$ cat src/anem_pkg.sv
// ----------------------------------------------------------------------------
// Anemometer speed and peak gust: shared definitions
// Field widths, scaling constants, request and result codes, the controller
// state type and the command/status bundles between controller and datapath.
// ----------------------------------------------------------------------------
package anem_pkg;

  localparam int unsigned HISTORY_DEPTH_DEF = 64;

  localparam int unsigned TIME_W     = 32;
  localparam int unsigned SPEED_W    = 15;
  localparam int unsigned PULSE_W    = 16;
  localparam int unsigned REQ_W      = 2;
  localparam int unsigned CFG_IDX_W  = 2;
  localparam int unsigned CFG_DATA_W = 32;
  localparam int unsigned CFG16_W    = 16;

  // pulse_count * wind_factor fits 32 bits; times 1000 fits 42 bits
  localparam int unsigned PROD_W  = 32;
  localparam int unsigned SCALE_W = 10;
  localparam int unsigned NUM_W   = 42;

  localparam int unsigned DIV_CNT_W = $clog2(NUM_W);
  localparam logic [DIV_CNT_W-1:0] DIV_LAST = DIV_CNT_W'(NUM_W - 1);

  localparam logic [SCALE_W-1:0] MS_PER_S       = 10'd1000;
  localparam logic [TIME_W-1:0]  MIN_SAMPLE_MS  = 32'd100;
  localparam logic [TIME_W-1:0]  CACHE_FRESH_MS = 32'd1000;
  localparam logic [SPEED_W-1:0] SPEED_MAX      = 15'd20000;
  localparam logic [PULSE_W-1:0] PULSE_MAX      = 16'hFFFF;

  localparam logic [CFG16_W-1:0] DEBOUNCE_RST = 16'd10;
  localparam logic [CFG16_W-1:0] WIND_RST     = 16'd240;
  localparam logic [TIME_W-1:0]  WINDOW_RST   = 32'd300000;

  typedef enum logic [REQ_W-1:0] {
    REQ_PULSE  = 2'd0,
    REQ_SAMPLE = 2'd1,
    REQ_QUERY  = 2'd2
  } req_t;

  typedef enum logic {
    KIND_SAMPLE = 1'b0,
    KIND_QUERY  = 1'b1
  } kind_t;

  typedef enum logic [CFG_IDX_W-1:0] {
    CFG_DEBOUNCE = 2'd0,
    CFG_WIND     = 2'd1,
    CFG_WINDOW   = 2'd2
  } cfg_idx_t;

  typedef enum logic [2:0] {
    RES_NONE,
    RES_SAMPLE_SKIP,
    RES_QUERY_CACHED,
    RES_QUERY_EMPTY,
    RES_SCAN
  } res_sel_t;

  typedef enum logic [3:0] {
    ST_IDLE,
    ST_EVAL,
    ST_MUL,
    ST_DIV,
    ST_STORE,
    ST_SCAN,
    ST_DRAIN,
    ST_PEAK,
    ST_RESP
  } state_t;

  typedef struct packed {
    logic     latch;
    logic     pulse_upd;
    logic     first_sample;
    logic     mul_load;
    logic     div_step;
    logic     store;
    logic     scan_start;
    logic     scan_step;
    res_sel_t res_sel;
    logic     out_load;
  } cmd_t;

  typedef struct packed {
    req_t req;
    logic started;
    logic short_gap;
    logic fresh;
    logic empty;
    logic div_done;
    logic scan_last;
    logic out_free;
  } status_t;

endpackage

$ cat src/anem_ctrl.sv
// ----------------------------------------------------------------------------
// Anemometer controller
// Sequences one item at a time: evaluate, multiply, divide, store, scan, reply.
// ----------------------------------------------------------------------------
module anem_ctrl (
  input  logic              clk,
  input  logic              rst,
  input  logic              req_valid,
  input  anem_pkg::status_t status,
  output logic              req_ready,
  output anem_pkg::cmd_t    cmd
);

  anem_pkg::state_t state;
  anem_pkg::state_t state_next;

  always_ff @(posedge clk) begin
    if (rst) begin
      state <= anem_pkg::ST_IDLE;
    end else begin
      state <= state_next;
    end
  end

  always_comb begin
    state_next = state;
    case (state)
      anem_pkg::ST_IDLE: begin
        if (req_valid) state_next = anem_pkg::ST_EVAL;
      end
      anem_pkg::ST_EVAL: begin
        case (status.req)
          anem_pkg::REQ_SAMPLE: begin
            if (!status.started || status.short_gap) state_next = anem_pkg::ST_RESP;
            else state_next = anem_pkg::ST_MUL;
          end
          anem_pkg::REQ_QUERY: begin
            if (status.fresh || status.empty) state_next = anem_pkg::ST_RESP;
            else state_next = anem_pkg::ST_SCAN;
          end
          default: state_next = anem_pkg::ST_IDLE;
        endcase
      end
      anem_pkg::ST_MUL:   state_next = anem_pkg::ST_DIV;
      anem_pkg::ST_DIV: begin
        if (status.div_done) state_next = anem_pkg::ST_STORE;
      end
      anem_pkg::ST_STORE: state_next = anem_pkg::ST_SCAN;
      anem_pkg::ST_SCAN: begin
        if (status.scan_last) state_next = anem_pkg::ST_DRAIN;
      end
      anem_pkg::ST_DRAIN: state_next = anem_pkg::ST_PEAK;
      anem_pkg::ST_PEAK:  state_next = anem_pkg::ST_RESP;
      anem_pkg::ST_RESP: begin
        if (status.out_free) state_next = anem_pkg::ST_IDLE;
      end
      default: state_next = anem_pkg::ST_IDLE;
    endcase
  end

  always_comb begin
    cmd       = '0;
    req_ready = 1'b0;
    case (state)
      anem_pkg::ST_IDLE: begin
        req_ready = 1'b1;
        cmd.latch = req_valid;
      end
      anem_pkg::ST_EVAL: begin
        case (status.req)
          anem_pkg::REQ_PULSE: cmd.pulse_upd = 1'b1;
          anem_pkg::REQ_SAMPLE: begin
            if (!status.started) begin
              cmd.first_sample = 1'b1;
              cmd.res_sel      = anem_pkg::RES_SAMPLE_SKIP;
            end else if (status.short_gap) begin
              cmd.res_sel = anem_pkg::RES_SAMPLE_SKIP;
            end
          end
          anem_pkg::REQ_QUERY: begin
            if (status.fresh) cmd.res_sel = anem_pkg::RES_QUERY_CACHED;
            else if (status.empty) cmd.res_sel = anem_pkg::RES_QUERY_EMPTY;
            else cmd.scan_start = 1'b1;
          end
          default: ;
        endcase
      end
      anem_pkg::ST_MUL: cmd.mul_load = 1'b1;
      anem_pkg::ST_DIV: cmd.div_step = 1'b1;
      anem_pkg::ST_STORE: begin
        cmd.store      = 1'b1;
        cmd.scan_start = 1'b1;
      end
      anem_pkg::ST_SCAN: cmd.scan_step = 1'b1;
      anem_pkg::ST_PEAK: cmd.res_sel = anem_pkg::RES_SCAN;
      anem_pkg::ST_RESP: cmd.out_load = status.out_free;
      default: ;
    endcase
  end

endmodule

$ cat config.mk
export PLATFORM = sky130hd
export DESIGN_NAME = anem_ctrl
export DESIGN_NICKNAME = d
export VERILOG_FILES = /design/src/anem_pkg.sv /design/src/anem_ctrl.sv
export SDC_FILE = /design/constraint.sdc
export NUM_CORES = 1
export LEC_CHECK = 0
export BUFFER_PORTS_ARGS = -buffer_cell sky130_fd_sc_hd__buf_2
export CORE_AREA = 2 2 39 41
export CTS_CLUSTER_DIAMETER = 50
export DETAILED_ROUTE_END_ITERATION = 8
export DIE_AREA = 0 0 41 43
export PLACE_DENSITY_LB_ADDON = 0.25
export REMOVE_ABC_BUFFERS = 1
export SLEW_MARGIN = 20
export SYNTH_ARGS = -nofsm -noshare
export SYNTH_HDL_FRONTEND = slang
export SYNTH_SLANG_ARGS = --single-unit
$ cat constraint.sdc
create_clock -name clk -period 2 [get_ports clk]
set_clock_uncertainty 0.15 [all_clocks]
set_input_delay 0.2 -clock clk [delete_from_list [all_inputs] [get_ports clk]]
set_output_delay 0.2 -clock clk [all_outputs]
set_load 0.005 [all_outputs]
* Word level (Yosys, flattened, before mapping) *
Index checks and enable logic that the tools add are counted.

word-level totals
  input port bits = 12
  memory bits (writable) = 0
  memories kept = 0
  memory bits (read-only) = 0
  word-level logic and storage cells = 50
  register bits = 4
  bits in latches = 0

operators by class
  div/mod/pow operators = 0
  magnitude comparators = 0
  shift-type cells = 0
  $mul = 0
  equality and inequality tests = 14
  reduce and logical (&&, ||, !) cells = 6
  bitwise operators = 0
  multiplexer cells = 29
  add/subtract/negate cells = 0

operator list
  operator                                                                number
  4-bit case mux with 9 select lines                                      1
  4-bit 2-to-1 mux                                                        6
  4-bit by 3-bit equality test with 1-bit output (second input constant)  4
  1-bit 2-to-1 mux                                                        15
  4-bit by 2-bit equality test with 1-bit output (second input constant)  2
  2-bit inequality test (second input constant)                           4
  4-bit case mux with 2 select lines                                      1
  2-bit 2-to-1 mux                                                        3
  3-bit case mux with 2 select lines                                      1
  4-bit by 1-bit equality test with 1-bit output (second input constant)  1
  4-bit equality test (second input constant)                             1
  4-bit zero test                                                         1
  2-bit case mux with 2 select lines                                      1
  4-bit AND reduction                                                     1
  2-bit by 1-bit equality test with 1-bit output (second input constant)  1
  2-bit equality test (second input constant)                             1
  2-bit zero test                                                         1
  1-bit logical OR                                                        2
  1-bit case mux with 2 select lines                                      1
  1-bit zero test                                                         1

* Depth between registers and ports, before layout *
Gate-level depths: netlist (run 1).

  word-level depth = 5
  mapped depth = 6
  gate-level depth less buffers = 6

* Least setup slack after synthesis (run 1) *
OpenSTA, ideal clock, no wires.

  kind = register -> output
  start point = register state[3]
  end point = output cmd[11] (netlist bit)
  data required time = 1,650 ps
  arrival = 935 ps
  path slack = 715 ps
  buffers on the path = 1
  stages on the path, launching flop included = 4
  cell sequence = dfxtp_1 buf_4 nor4_2 and2_1

RTL lines
  item                    line             source
  from (decl)             anem_ctrl.sv:14  anem_pkg::state_t state;
  from (signal assigned)  anem_ctrl.sv:19  state <= anem_pkg::ST_IDLE;
  from (signal assigned)  anem_ctrl.sv:21  state <= state_next;
  to (decl)               anem_ctrl.sv:11  output anem_pkg::cmd_t cmd

==> flow_summary.html, run 1 <==
<table>
<tr><th>Metric</th><th>Value</th></tr>
<tr><th colspan="2">Floorplanning</th></tr>
<tr><td>Initial core utilization</td><td>a little under two fifths</td></tr>
<tr><td>Standard-cell row count</td><td>14</td></tr>
<tr><td>Number of top-level pins</td><td>25</td></tr>
<tr><td>Core footprint</td><td>0.00138 mm^2</td></tr>
<tr><td>DIE WIDTH</td><td>41 um</td></tr>
<tr><td>Die span in y</td><td>approximately 43 um</td></tr>
<tr><td>Die ar.</td><td>0.00176 mm^2</td></tr>
<tr><th colspan="2">Clocking</th></tr>
<tr><td>Post-cts sizing count</td><td>0</td></tr>
<tr><td>Number of buffers added for setup after CTS</td><td>0</td></tr>
<tr><td>Maximum count of clock buffers along a single path</td><td>2</td></tr>
<tr><td>Root Buffer Master</td><td>clkbuf_4</td></tr>
<tr><td>Number of hold buffers added after CTS</td><td>0</td></tr>
<tr><td>Clock Sink Count</td><td>4</td></tr>
<tr><td>Number of H-tree branching levels</td><td>1</td></tr>
<tr><td>Num CTS Buffers</td><td>3</td></tr>
<tr><td>Clk slew on worst S/H paths</td><td>approximately 0.04 ns</td></tr>
<tr><td>TritonCTS clock tree</td><td>done</td></tr>
<tr><td>Clock latency of the later-clocked register in the worst-skew pair</td><td>0.25 ns</td></tr>
<tr><th colspan="2">Final layout</th></tr>
<tr><td>Largest Register</td><td>state</td></tr>
<tr><td>Antenna diode count</td><td>0</td></tr>
<tr><td>Area Overhead vs Synth</td><td>24.3%</td></tr>
<tr><td>Biggest registers after layout</td><td>state: 4 flops</td></tr>
<tr><td>Max reg flops</td><td>4</td></tr>
<tr><td>Number of inserted filler cells in the final layout</td><td>151</td></tr>
<tr><td>Final net count</td><td>112</td></tr>
<tr><td>Share of final-layout standard cells stronger than drive strength 1</td><td>39.4%</td></tr>
<tr><td>Final core occ</td><td>between 40% and 50%</td></tr>
<tr><td>Combined area of the multi-input logic cells</td><td>approximately 390 um^2</td></tr>
<tr><td>Sequential standard cell area</td><td>80.1 um^2</td></tr>
<tr><th colspan="2">Synth</th></tr>
<tr><td>Synth Instances</td><td>70</td></tr>
<tr><td>Sequential element share of the synthesized area</td><td>15.1%</td></tr>
<tr><td>Post-synthesis sequential element count</td><td>4</td></tr>
<tr><td>Summed instance area of the synthesized netlist</td><td>529 um^2</td></tr>
<tr><td>Area share of xor/xnor cells in the synthesized design</td><td>between 1.5 and 2%</td></tr>
<tr><td>Fraction of post-synthesis cell area in the top cell type by area</td><td>15.1%</td></tr>
<tr><td>Area leader, netlist</td><td>dfxtp_1</td></tr>
<tr><td>Count of flip-flops with a built-in enable after synthesis</td><td>0</td></tr>
<tr><td>Simple logic cell fraction of the synthesized area</td><td>42.3%</td></tr>
<tr><td>Cell types with the highest counts after synthesis</td><td>a21oi_1, nor2_1, nor3_1</td></tr>
<tr><td>Fraction of the mapped netlist area in adder cells</td><td>9.46%</td></tr>
<tr><td>Average footprint of a synthesized cell</td><td>7.56 um^2</td></tr>
<tr><td>Synthesized-area fraction occupied by ao, oa, aoi and oai cells</td><td>20.1%</td></tr>
<tr><td>Synthesis warning total</td><td>0</td></tr>
<tr><td>Largest family of logic cells by synthesized area</td><td>simple AND/OR/NAND/NOR gates</td></tr>
<tr><td>Cell variety after synth</td><td>34</td></tr>
<tr><td>Leading cell types by total area after synthesis</td><td>dfxtp_1, ha_1, buf_6</td></tr>
<tr><td>Portion of netlist area occupied by mux cells</td><td>0%</td></tr>
<tr><td>Predominant post-synthesis flop cell</td><td>dfxtp_1</td></tr>
<tr><td>Proportion of synthesized flip-flops having asynchronous set or reset</td><td>0%</td></tr>
<tr><th colspan="2">Timing</th></tr>
<tr><td>Slew of the pin with the lowest slew margin</td><td>0.490 ns</td></tr>
<tr><td>Final worst path period need</td><td>1.69 ns</td></tr>
<tr><td>Final setup vio count</td><td>0</td></tr>
<tr><td>Final hold violation count</td><td>0</td></tr>
<tr><td>Maximum frequency from static timing analysis</td><td>591 MHz</td></tr>
<tr><td>Max-slew violations</td><td>0</td></tr>
<tr><td>Post-route fraction of the period consumed by the critical path</td><td>84.6%</td></tr>
<tr><td>Slew HR</td><td>67.3%</td></tr>
<tr><td>RSZ-0062 raised after global routing</td><td>false</td></tr>
<tr><td>Setup TNS</td><td>0 ns</td></tr>
<tr><th colspan="2">Setup path</th></tr>
<tr><td>Arr. time, crit path</td><td>1.34 ns</td></tr>
<tr><td>Crit path max fanout</td><td>14</td></tr>
<tr><td>Kind of end point of the critical path</td><td>output port</td></tr>
<tr><td>Required time worst endpoint</td><td>1.65 ns</td></tr>
<tr><td>Setup CP Type</td><td>flop to output port</td></tr>
<tr><td>Type of origin of the critical path</td><td>flop</td></tr>
<tr><th colspan="2">Drt</th></tr>
<tr><td>Wirelength per Cell</td><td>11.2 um</td></tr>
<tr><td>Routed via count divided by cell count</td><td>5.09</td></tr>
<tr><td>Total length of routed wires</td><td>1.23 mm</td></tr>
<tr><td>Antenna Violating Nets Remaining</td><td>0</td></tr>
<tr><td>Number of search-and-repair iterations in the first detailed-routing pass</td><td>2</td></tr>
<tr><td>Total DRC errors in the routed layout</td><td>0</td></tr>
<tr><td>Via Count</td><td>560</td></tr>
<tr><td>Drt first-iter violations</td><td>7</td></tr>
<tr><th colspan="2">Place</th></tr>
<tr><td>Final RePlAce weighted congestion</td><td>0.751</td></tr>
<tr><td>Detailed placement HPWL</td><td>980 um</td></tr>
<tr><td>Count of buffers inserted at the top-level ports</td><td>24</td></tr>
<tr><th colspan="2">Pwr</th></tr>
<tr><td>Worst vdd ir</td><td>0.254 mV</td></tr>
<tr><td>Static Leakage</td><td>between 0.3 and 0.4 nW</td></tr>
<tr><td>Post-layout power</td><td>around 0.00027 W</td></tr>
<tr><td>Cell Pwr Density</td><td>413 mW/mm^2</td></tr>
<tr><th colspan="2">Global route</th></tr>
<tr><td>Wire length of the first global-routing pass</td><td>1.99 mm</td></tr>
<tr><td>GRT overflow</td><td>0</td></tr>
<tr><td>Pin count of the biggest net entering global routing</td><td>15</td></tr>
<tr><td>Overall routing resource usage</td><td>approximately 16%</td></tr>
<tr><td>Via count of the first global-routing pass</td><td>slightly below 500</td></tr>
<tr><td>Number of antenna violations at the first check in global routing</td><td>0</td></tr>
<tr><th colspan="2">Flow run</th></tr>
<tr><td>Reported max-cap violation count</td><td>0</td></tr>
<tr><th colspan="2">Outcome</th></tr>
<tr><td>Status</td><td>completed</td></tr>
<tr><th colspan="2">Worst hold path</th></tr>
<tr><td>Hold Crit Class</td><td>primary input to flop</td></tr>
</table>
-- metrics by stage --
step	hold slack (ns)	area [um^2]	std cells	setup WS, ns
2_1_floorplan	0.118	488	66	0.607
3_3_place_gp	0.272	636	107	0.476
3_5_place_dp	0.278	636	107	0.451
4_1_cts	0.0114	658	110	0.308
5_1_grt	0.0184	658	110	0.189
6_report	0.0211	658	110	0.309
-- final timing paths --
kind	cells past startpoint	endpoint	slack (ns)	startpoint
hold reg to reg	2	state[0]$_SDFFE_PP0P_	0.59	state[0]$_SDFFE_PP0P_
setup / recovery	3	cmd[3]	0.31	state[1]$_SDFFE_PP0P_
hold / removal	2	state[0]$_SDFFE_PP0P_	0.02	rst
setup reg to reg	3	state[1]$_SDFFE_PP0P_	0.44	state[1]$_SDFFE_PP0P_
-- cells in the final DEF (no fill, tap or decap), types with 2 or more instances in the layout --
cell type   n
buf_2      24
clkbuf_4    3
nor3_1      5
inv_1       3
nor2_2      2
nor2b_1     3
dfxtp_1     4
nor2_1      6
and3_1      2
nand2_1     4
nand2b_1    2
nor4_1      2
nor3b_1     3
inv_2       2
ha_1        4
a21oi_1     6
-- final cells by class --
class	count	area share, %
multi-input combinational	57	59.1
timing repair buffer	25	19.4
sequential	4	12.2
tap	16	3.04
inverter	5	2.85
clock buffer	3	3.42
-- per-layer routing --
metal / up-vias / track usage, % / part of all wire (%)
li1: 297 / - / -
met1: 244 / 19.6 / 45
met2: 17 / 25.6 / 47
met3: 2 / 1.57 / 5.0
met4: 0 / 10.0 / 2.7
met5: - / 0 / 0
-- worst max-delay path, stage by stage, from the launching register on --
cell and delay [ns]:
dfxtp_1 0.62, nand2b_1 0.18, nor2_1 0.16, buf_2 0.13
-- kinds of logic after synthesis --
family / Yosys count
AOI/OAI and AO/OA: 14
xor gates and xnor gates: 1
adders and majority gates: 4
and+or+nand+nor: 38
DFF: 4
buffers and inverters: 9
-- report_power, final --
part | total [W] | internal, W | switching [W]
Combinational | 0.0000777 | 0.0000376 | 0.0000400
Sequential | 0.0000887 | 0.0000831 | 0.00000561
Clock | 0.000105 | 0.0000674 | 0.0000379
Power figures use the tool's default switching activity.
==> run 2: changes to the inputs <==
Settings changed: CORE_AREA 2 2 39 41 to not set, CORE_MARGIN set to 2, CORE_UTILIZATION set to 40, DIE_AREA 0 0 41 43 to not set.
Clock period 2 ns to 1.4 ns, I/O delays scaled along.
==> run 2 against run 1 <==
The run now ends with negative setup slack left. Global-route usage increased by 4.6 points. Combinational power increased by 120%. Count of clock-buffer cells in the layout unchanged. Design area increased by 41%. Critical path depth increased by 1. Register-to-register slack got worse by 0.42 ns. Worst setup slack got worse by 0.40 ns. Final cell count increased by 16%. Non-clock buffer count increased by 19. Core utilization increased by 26 points. First-iteration DRC count increased by 71%.
==> flow_summary.html, run 2 (synthesis gave the netlist of run 1 again) <==
<table>
<tr><th>Metric</th><th>Value</th></tr>
<tr><th colspan="2">Outcome</th></tr>
<tr><td>Status</td><td>complete, but fails checks</td></tr>
<tr><td>Violated checks</td><td>negative setup slack</td></tr>
<tr><th colspan="2">Setup path</th></tr>
<tr><td>Capture instance of the worst register-to-register path</td><td>state[0]$_SDFFE_PP0P_</td></tr>
<tr><td>Worst stage delay on the critical path</td><td>roughly 0.33 ns</td></tr>
<tr><td>Arr. time, crit path</td><td>1.20 ns</td></tr>
<tr><td>Worst flop-to-flop path startpoint</td><td>state[3]$_SDFFE_PP0P_</td></tr>
<tr><td>Flop-to-flop setup slack</td><td>0.02 ns</td></tr>
<tr><td>Kind of end point of the critical path</td><td>output port</td></tr>
<tr><td>Required time worst endpoint</td><td>1.11 ns</td></tr>
<tr><td>Timing endpoint of the critical path</td><td>cmd[11]</td></tr>
<tr><td>R2R depth</td><td>6</td></tr>
<tr><td>Slowest stage cell, crit path</td><td>dfxtp_2</td></tr>
<tr><td>Crit. Startpoint</td><td>state[3]$_SDFFE_PP0P_</td></tr>
<tr><td>Type of origin of the critical path</td><td>flop</td></tr>
<tr><td>Chain of cells forming the critical path</td><td>buf_12, nor4_4, and2_1, buf_2</td></tr>
<tr><td>Crit path max fanout</td><td>6</td></tr>
<tr><td>Setup CP Type</td><td>flop to output port</td></tr>
<tr><th colspan="2">Final layout</th></tr>
<tr><td>Area Overhead vs Synth</td><td>75.2%</td></tr>
<tr><td>Combined area of the multi-input logic cells</td><td>478 um^2</td></tr>
<tr><td>Post-route insts no fill</td><td>128</td></tr>
<tr><td>Largest Register</td><td>state</td></tr>
<tr><td>Sequential standard cell area</td><td>around 90 um^2</td></tr>
<tr><td>Commonest non-fill, non-tap cell in the layout</td><td>buf_2</td></tr>
<tr><td>Number of inserted filler cells in the final layout</td><td>between 100 and 150</td></tr>
<tr><td>Antenna diode count</td><td>0</td></tr>
<tr><td>Highest-count cells in the layout ignoring fill and taps</td><td>buf_2, buf_4, nor3_1, ha_1</td></tr>
<tr><td>Biggest registers after layout</td><td>state: 4 flops</td></tr>
<tr><td>Final net count</td><td>131</td></tr>
<tr><td>Share of final-layout standard cells stronger than drive strength 1</td><td>62.8%</td></tr>
<tr><td>Max reg flops</td><td>4</td></tr>
<tr><th colspan="2">Worst hold path</th></tr>
<tr><td>Hold Crit Class</td><td>primary input to flop</td></tr>
<tr><th colspan="2">Place</th></tr>
<tr><td>Count of buffers inserted at the top-level ports</td><td>24</td></tr>
<tr><td>Detailed placement HPWL</td><td>about 1.1 mm</td></tr>
<tr><td>Final RePlAce weighted congestion</td><td>0.731</td></tr>
<tr><td>Cells after DPL</td><td>116</td></tr>
<tr><th colspan="2">Drt</th></tr>
<tr><td>Total DRC errors in the routed layout</td><td>0</td></tr>
<tr><td>Drt first-iter violations</td><td>12</td></tr>
<tr><td>Antenna Violating Nets Remaining</td><td>0</td></tr>
<tr><td>Total length of routed wires</td><td>1.52 mm</td></tr>
<tr><td>Wirelength per Cell</td><td>11.8 um</td></tr>
<tr><td>Routed via count divided by cell count</td><td>5.09</td></tr>
<tr><td>Via Count</td><td>652</td></tr>
<tr><td>Number of search-and-repair iterations in the first detailed-routing pass</td><td>4</td></tr>
<tr><th colspan="2">Timing</th></tr>
<tr><td>Slew HR</td><td>74.9%</td></tr>
<tr><td>Setup TNS</td><td>-0.492 ns</td></tr>
<tr><td>Post-route fraction of the period consumed by the critical path</td><td>106%</td></tr>
<tr><td>Smallest setup slack after layout</td><td>-0.0861 ns</td></tr>
<tr><td>RSZ-0062 raised after global routing</td><td>true</td></tr>
<tr><td>Max-slew violations</td><td>0</td></tr>
<tr><td>Worst-case hold slack</td><td>roughly 0.085 ns</td></tr>
<tr><td>Final hold violation count</td><td>0</td></tr>
<tr><td>Final worst path period need</td><td>1.49 ns</td></tr>
<tr><td>Slew of the pin with the lowest slew margin</td><td>0.373 ns</td></tr>
<tr><td>Final setup vio count</td><td>9</td></tr>
<tr><td>Maximum frequency from static timing analysis</td><td>around 670 MHz</td></tr>
<tr><th colspan="2">Global route</th></tr>
<tr><td>Number of antenna violations at the first check in global routing</td><td>0</td></tr>
<tr><td>Overall routing resource usage</td><td>20.7%</td></tr>
<tr><td>GRT overflow</td><td>0</td></tr>
<tr><td>Wire length of the first global-routing pass</td><td>between 2 and 2.5 mm</td></tr>
<tr><td>Pin count of the biggest net entering global routing</td><td>8</td></tr>
<tr><td>Via count of the first global-routing pass</td><td>approximately 590</td></tr>
<tr><th colspan="2">Pwr</th></tr>
<tr><td>Cell Pwr Density</td><td>465 mW/mm^2</td></tr>
<tr><td>Static Leakage</td><td>0.443 nW</td></tr>
<tr><td>Worst vdd ir</td><td>0.280 mV</td></tr>
<tr><th colspan="2">Flow run</th></tr>
<tr><td>Reported max-cap violation count</td><td>0</td></tr>
<tr><th colspan="2">Floorplanning</th></tr>
<tr><td>Die span in y</td><td>40.4 um</td></tr>
<tr><td>Initial core utilization</td><td>between 40% and 50%</td></tr>
<tr><td>Die ar.</td><td>~0.0016 mm^2</td></tr>
<tr><td>DIE WIDTH</td><td>40.4 um</td></tr>
<tr><td>Core footprint</td><td>0.00127 mm^2</td></tr>
<tr><td>Number of top-level pins</td><td>25</td></tr>
<tr><td>Standard-cell row count</td><td>13</td></tr>
<tr><th colspan="2">Clocking</th></tr>
<tr><td>Num CTS Buffers</td><td>3</td></tr>
<tr><td>Clk slew on worst S/H paths</td><td>0.03 ns</td></tr>
<tr><td>Clock latency of the later-clocked register in the worst-skew pair</td><td>0.23 ns</td></tr>
<tr><td>Number of H-tree branching levels</td><td>1</td></tr>
<tr><td>Clock Sink Count</td><td>4</td></tr>
<tr><td>TritonCTS clock tree</td><td>done</td></tr>
<tr><td>Root Buffer Master</td><td>clkbuf_4</td></tr>
<tr><td>Maximum count of clock buffers along a single path</td><td>2</td></tr>
</table>
[run 2: cell count changes in the layout (fill, tap and decap cells not counted), sizes merged]
cell / previous run / this run
buf: 25 / 43
dlygate4sd3: 0 / 1
[run 2: where the power goes]
group | switching (W) | leakage (nW) | internal, W
registers | 0.00000615 | 0.0352 | 0.000116
clock network | 0.0000432 | 0.0138 | 0.0000955
logic | 0.0000800 | 0.394 | 0.0000905
[run 2: layout make-up]
type                            count  share of cell area (%)
Multi-Input combinational cell     57                    51.6
Inverter                            5                    2.02
Clock buffer                        3                    2.43
Sequential cell                     4                    9.99
Tap cell                           15                    2.02
Timing Repair Buffer               44                    32.0
[run 2: worst min-delay path by stage]
stage | start | endpoint | slack, ns | depth (start not counted)
5_1_grt | status[2] | state[1]$_SDFFE_PP0P_ | 0.09 | 3
3_5_place_dp | rst | state[0]$_SDFFE_PP0P_ | 0.21 | 2
3_3_place_gp | rst | state[0]$_SDFFE_PP0P_ | 0.21 | 2
4_1_cts | status[2] | state[1]$_SDFFE_PP0P_ | 0.06 | 3
2_1_floorplan | rst | state[0]$_SDFFE_PP0P_ | 0.06 | 1
6_report | status[2] | state[1]$_SDFFE_PP0P_ | 0.08 | 3
[run 2: worst max-delay path: cells and delay by family, from the launching register on]
family	cells	cell delay [ns]
and+or+nand+nor	2	0.40
DFF	1	0.33
buffers and inverters	2	0.23
[run 2: what timing repair did]
action	4_1_cts	5_1_grt
hold buffers	1	0
pin swaps	7	8
hold endpoints to repair	4	0
buffers inserted	6	2
resized for setup	16	15
setup endpoints to repair	17	16
[run 2: per-layer routing]
metal | global-route usage (%) | routed length, um | vias to the layer above
met1 | 22.8 | 612 | 298
met2 | 42.5 | 840 | 19
li1 | - | - | 335
met5 | 0 | 0 | -
met3 | 0 | 62 | 0
met4 | 5.00 | 0 | 0
[run 2: through the flow]
stage               utilization, %  setup WS, ns  total power, W  cell area, um^2
global route                  73.1        -0.198        0.000471              927
CTS                           67.0       -0.0841        0.000419              850
global placement              56.9       -0.0288        0.000255              722
finish                        73.1       -0.0861        0.000431              927
floorplan                        -       0.00725        0.000192              488
detailed placement            56.9       -0.0399        0.000258              722
